--- src/sv/gru_pkg.sv ---
// ----------------------------------------------------------------------------
// gru_pkg
// Shared widths, latencies and request codes for the Givens rotation unit.
// ----------------------------------------------------------------------------
package gru_pkg;

    // Data is signed Q16.16, coefficients are signed Q2.30
    localparam int DATA_W          = 32;
    localparam int COEF_W          = 32;
    localparam int FRAC_BITS       = 30;
    localparam int INDEX_WIDTH_DEF = 12;

    // Generate path widths
    localparam int SQ_W   = 2 * DATA_W;       // sum of squares
    localparam int ROOT_W = DATA_W;           // integer square root
    localparam int QUO_W  = FRAC_BITS + 1;    // coefficient magnitude
    localparam int DIVD_W = DATA_W + FRAC_BITS;

    // Stage counts of each unit
    localparam int NORM_LAT  = 5;
    localparam int SQRT_LAT  = ROOT_W;
    localparam int DIV_LAT   = QUO_W + 1;
    localparam int APPLY_LAT = 3;
    localparam int PIPE_LAT  = NORM_LAT + SQRT_LAT + DIV_LAT;

    // Request codes
    localparam logic REQ_GENERATE = 1'b0;
    localparam logic REQ_APPLY    = 1'b1;

    // 1.0 and -1.0 in Q2.30
    localparam logic signed [COEF_W-1:0] COEF_ONE     = 32'sh4000_0000;
    localparam logic signed [COEF_W-1:0] COEF_NEG_ONE = -32'sh4000_0000;

    typedef logic [DATA_W-1:0] mag_t;

endpackage

--- src/sv/gru_div.sv ---
// ----------------------------------------------------------------------------
// gru_div
// Pipelined restoring divider for one coefficient: (num * 2^30 + den/2) / den,
// one prepare stage and one quotient bit per stage after it.
// ----------------------------------------------------------------------------
module gru_div
(
    input  logic                           clk,
    input  logic                           en,
    input  logic [gru_pkg::DATA_W-1:0]     num,
    input  logic [gru_pkg::ROOT_W-1:0]     den,
    output logic [gru_pkg::QUO_W-1:0]      quo
);
    import gru_pkg::*;

    localparam int REM_W = ROOT_W;
    localparam int CUR_W = ROOT_W + 1;

    logic [DIVD_W-1:0] divd;

    logic [REM_W-1:0]  prem_reg;
    logic [QUO_W-1:0]  plow_reg;
    logic [ROOT_W-1:0] pden_reg;

    logic [REM_W-1:0]  rem_reg [QUO_W];
    logic [QUO_W-1:0]  low_reg [QUO_W];
    logic [ROOT_W-1:0] den_reg [QUO_W];
    logic [QUO_W-1:0]  quo_reg [QUO_W];

    logic [REM_W-1:0]  rem_src [QUO_W];
    logic [QUO_W-1:0]  low_src [QUO_W];
    logic [ROOT_W-1:0] den_src [QUO_W];
    logic [QUO_W-1:0]  quo_src [QUO_W];

    logic [CUR_W-1:0]  cur      [QUO_W];
    logic [REM_W-1:0]  rem_next [QUO_W];
    logic [QUO_W-1:0]  quo_next [QUO_W];

    // Form the rounded dividend; its top bits start below den
    assign divd = {num, {FRAC_BITS{1'b0}}} + DIVD_W'(den >> 1);

    // Select each stage's source
    always_comb
    begin
        rem_src[0] = prem_reg;
        low_src[0] = plow_reg;
        den_src[0] = pden_reg;
        quo_src[0] = '0;
        for (int k = 1; k < QUO_W; k++)
        begin
            rem_src[k] = rem_reg[k-1];
            low_src[k] = low_reg[k-1];
            den_src[k] = den_reg[k-1];
            quo_src[k] = quo_reg[k-1];
        end
    end

    // Shift in one dividend bit and subtract where it fits
    always_comb
    begin
        for (int k = 0; k < QUO_W; k++)
        begin
            cur[k] = {rem_src[k], low_src[k][QUO_W-1]};
            if (cur[k] >= {1'b0, den_src[k]})
            begin
                rem_next[k] = REM_W'(cur[k] - {1'b0, den_src[k]});
                quo_next[k] = {quo_src[k][QUO_W-2:0], 1'b1};
            end
            else
            begin
                rem_next[k] = REM_W'(cur[k]);
                quo_next[k] = {quo_src[k][QUO_W-2:0], 1'b0};
            end
        end
    end

    always_ff @(posedge clk)
    begin
        if (en)
        begin
            prem_reg <= REM_W'(divd[DIVD_W-1:QUO_W]);
            plow_reg <= divd[QUO_W-1:0];
            pden_reg <= den;
            for (int k = 0; k < QUO_W; k++)
            begin
                rem_reg[k] <= rem_next[k];
                low_reg[k] <= low_src[k] << 1;
                den_reg[k] <= den_src[k];
                quo_reg[k] <= quo_next[k];
            end
        end
    end

    assign quo = quo_reg[QUO_W-1];

endmodule

--- config.mk ---
export PLATFORM = sky130hd
export DESIGN_NAME = gru_div
export DESIGN_NICKNAME = d
export VERILOG_FILES = /design/src/sv/gru_pkg.sv /design/src/sv/gru_div.sv
export SDC_FILE = /design/constraint.sdc
export NUM_CORES = 2
export LEC_CHECK = 0
export BUFFER_PORTS_ARGS = -buffer_cell sky130_fd_sc_hd__buf_2
export CAP_MARGIN = 5
export CELL_PAD_IN_SITES_DETAIL_PLACEMENT = 0
export CELL_PAD_IN_SITES_GLOBAL_PLACEMENT = 1
export CORE_UTILIZATION = 40
export CTS_BUF_LIST = sky130_fd_sc_hd__clkbuf_8
export DETAILED_ROUTE_END_ITERATION = 12
export PLACE_DENSITY_LB_ADDON = 0.2
export SYNTH_ARGS = -nofsm -noshare
export SYNTH_HDL_FRONTEND = slang
export SYNTH_SLANG_ARGS = --single-unit
--- constraint.sdc ---
create_clock -name clk -period 10.3 [get_ports clk]
set_input_delay 1.03 -clock clk [delete_from_list [all_inputs] [get_ports clk]]
set_output_delay 1.03 -clock clk [all_outputs]
set_load 0.02 [all_outputs]
==> flow_summary.ini <==
[yosys]
synthMostInstantiatedCell = edfxtp_1
synth_top_cell_by_area = edfxtp_1
synth_area_leaders = edfxtp_1 54%, ha_1 9.0%, a21oi_1 3.8%
syn_nets = 13391
synth_edf_count = 2480
syn_inst = 12301
ys_ff_latch = 2480
yosysWarnings = 0
synth_flop_cell = edfxtp_1
netlist_top_cells_count = 2480 x edfxtp_1, 1231 x inv_1, 1052 x a21oi_1
syn_avg_cell_area_um2 = 11.3
syn-cell-area_mm2 = 0.138
synth_top_area_share_pct = 53.8
synth.yosys.seq_area_share_pct = 53.8
netlist-cell-type-count = 100
async_flop_share_pct = 0

[worst_setup_path]
reg2reg_depth = 11
path_class = reg2reg
rrSetupSlack_ps = 5670
cp.arrival_ps = 5340
critPathMaxFanout = 46
cp-start-kind = register
timing.rr.end = rem_reg[0][489]
regToRegStartpoint = den_reg[0][455]
end_kind = register
cp.required_ps = 11010

[clock_network]
cts.clk_slew.worst_paths_ps = 70
cts_buffers = 438
cts_htree_levels = 5
cts_sinks = 2480
ctsRootBufferMaster = clkbuf_8
cts_max_path_buffers = 4
tritoncts = done
clk_latency_ps = 1130

[worst_hold_path]
hold_path_end = prem_reg[15]
hold_depth = 2
hp-start = num[16]
min_path_type = in2reg

[route]
remaining_drc_errors = 0
vias = 94537
routed_via_density = 5.39
drt-initial-drc-count = 6946
ant_nets = 0
wl_per_cell_um = 21.5
detail_route.wirelength_um = 377000
drtPass1Iterations = 8

[global_route]
grtUsageTotal_pct = 21.1
grt_pass1_vias = 94182
use_met3_pct = 2.64
grt-busiest-layer = met2
antenna_found_initial = 9
overflow = 0
grt_pass1_wl_um = 571000
use_met2_pct = 35.6
grt_use_met1_pct = 28.1
grt_max_degree = 188

[die]
die_area_mm2 = 0.349
fp.coreArea_mm2 = 0.344
io_pins = 97
fp.dieH_um = 590
start_util_pct = 40.3
rows = 215
dieWidth_um = 590

[placement]
postPlaceCellArea_mm2 = 0.144
dp_hpwl_um = 285000
numPortBuffers = 96
globalplace.congestion = 0.891

[sta]
tns_ps = 0
relSlewSlack_pct = 24.5
fin_crit_sh_pct = 45.0
worstMarginPinSlew_ps = 1120
fmax_mhz = 216
report.final.setup_viol = 0
maxSlewViolCount = 0
finClkSkew_ps = 71.4
hold_viol = 0
period_minus_slack_ps = 4630
rsz0062_at_grt = false

[power]
power_density_mw_per_mm2 = 324
power_mw = 49.6
ir_worst_vdd_mv = 0.145
p_leak_nw = 62.2

[layout]
drive_gt1_share_pct = 7.33
fin_area_mm2 = 0.153
syn2layout_area_growth_pct = 10.5
nNetsFinal = 13697

[run]
drv_cap = 0

[status]
status = finished, final reports clean
-- placed cells by master, fill, tap and decap left out, drive strengths merged, types with 24 or more instances in the layout --
master | Yosys | layout
a31oi | 122 | 122
clkbuf | 244 | 441
o21bai | 116 | 116
o31a | 25 | 25
clkinv | 0 | 199
and2 | 32 | 32
o211ai | 30 | 30
or2 | 30 | 30
nand4 | 159 | 159
a21oi | 1055 | 1055
a31o | 24 | 24
a21o | 495 | 495
and3 | 78 | 78
nor2 | 748 | 748
nor2b | 139 | 139
mux2i | 40 | 40
bufinv | 0 | 30
a21boi | 51 | 51
dlygate4sd3 | 0 | 32
buf | 74 | 152
nor3 | 152 | 152
fa | 30 | 30
o21ai | 785 | 785
ha | 994 | 994
nand2 | 890 | 890
xnor2 | 502 | 502
a221oi | 26 | 26
nand3 | 192 | 192
o31ai | 99 | 99
inv | 1237 | 1359
edfxtp | 2480 | 2480
or3 | 47 | 47
mux2 | 354 | 354
a211o | 33 | 33
nand2b | 147 | 147
nor4 | 36 | 36
xor2 | 313 | 313
o21a | 117 | 117
a211oi | 104 | 104
-- critical path: stages (launching register included) --
cell	delay, ps
edfxtp_1	610
inv_1	90
ha_1	380
nand2_1	110
or3_1	340
a211oi_1	310
o21ai_0	170
a21oi_1	430
a21oi_1	210
a21o_1	380
buf_4	340
o21ai_0	880
-- area by class of cell --
class / instances / area, um2
Fill cell: 32147 / 191000
Sequential cell: 2480 / 74500
Multi-Input combinational cell: 8266 / 58200
Clock buffer: 441 / 6070
Tap cell: 4557 / 5700
Inverter: 1237 / 4640
Clock inverter: 359 / 2520
Timing Repair Buffer: 184 / 1360
Antenna cell: 7 / 17.5
-- metal layers --
metal	part of all wire [%]	vias up	wire length [um]
li1	-	45807	-
met2	47	2137	178000
met1	45	45974	170000
met3	4.1	617	15400
met5	0.0035	-	13
met4	3.5	2	13100
-- cells by family after synthesis --
family	count (synthesis)	share of synthesized area, %
XOR/XNOR	815	5.16
buffers and inverters	1555	4.32
flip-flops	2480	53.8
multiplexers	394	3.24
AND/OR/NAND/NOR	2728	9.17
AO/OA/AOI/OAI	3305	14.9
adder cells (fa/ha/maj)	1024	9.42
-- worst max path at each step --
stage                         start         endpoint  slack, ps
detailed placement  den_reg[0][455]  rem_reg[0][486]       5760
global route            pden_reg[0]   rem_reg[0][31]       5480
CTS                 den_reg[0][455]  rem_reg[0][486]       5760
finish              den_reg[0][455]  rem_reg[0][489]       5670
floorplan             den_reg[0][1]   rem_reg[0][36]       6830
global placement    den_reg[0][455]  rem_reg[0][486]       5800
-- report_power, final --
| group | total, mW | switching [mW] | internal [mW] |
|---|---|---|---|
| clock | 9.07 | 4.29 | 4.78 |
| sequential | 17.1 | 2.04 | 15.1 |
| combinational | 23.4 | 13.9 | 9.50 |
-- stage by stage --
step	hold WS, ps	setup WS [ps]	instances	util (%)
6_report	195	5670	17531	44.5
5_1_grt	85.3	5480	17529	44.5
4_1_cts	18.2	5760	17524	44.5
3_5_place_dp	405	5760	16692	41.9
3_3_place_gp	400	5800	16692	41.9
2_1_floorplan	400	6830	12301	-
-- what timing repair did --
item                                   4_1_cts  5_1_grt
setup buffers                                0        0
hold buffers                                32        0
endpoints found under the hold margin       32        0
setup endpoints to repair                    0        0
resized for setup                            0        0
Note: power is estimated with default switching activity, not from simulation.
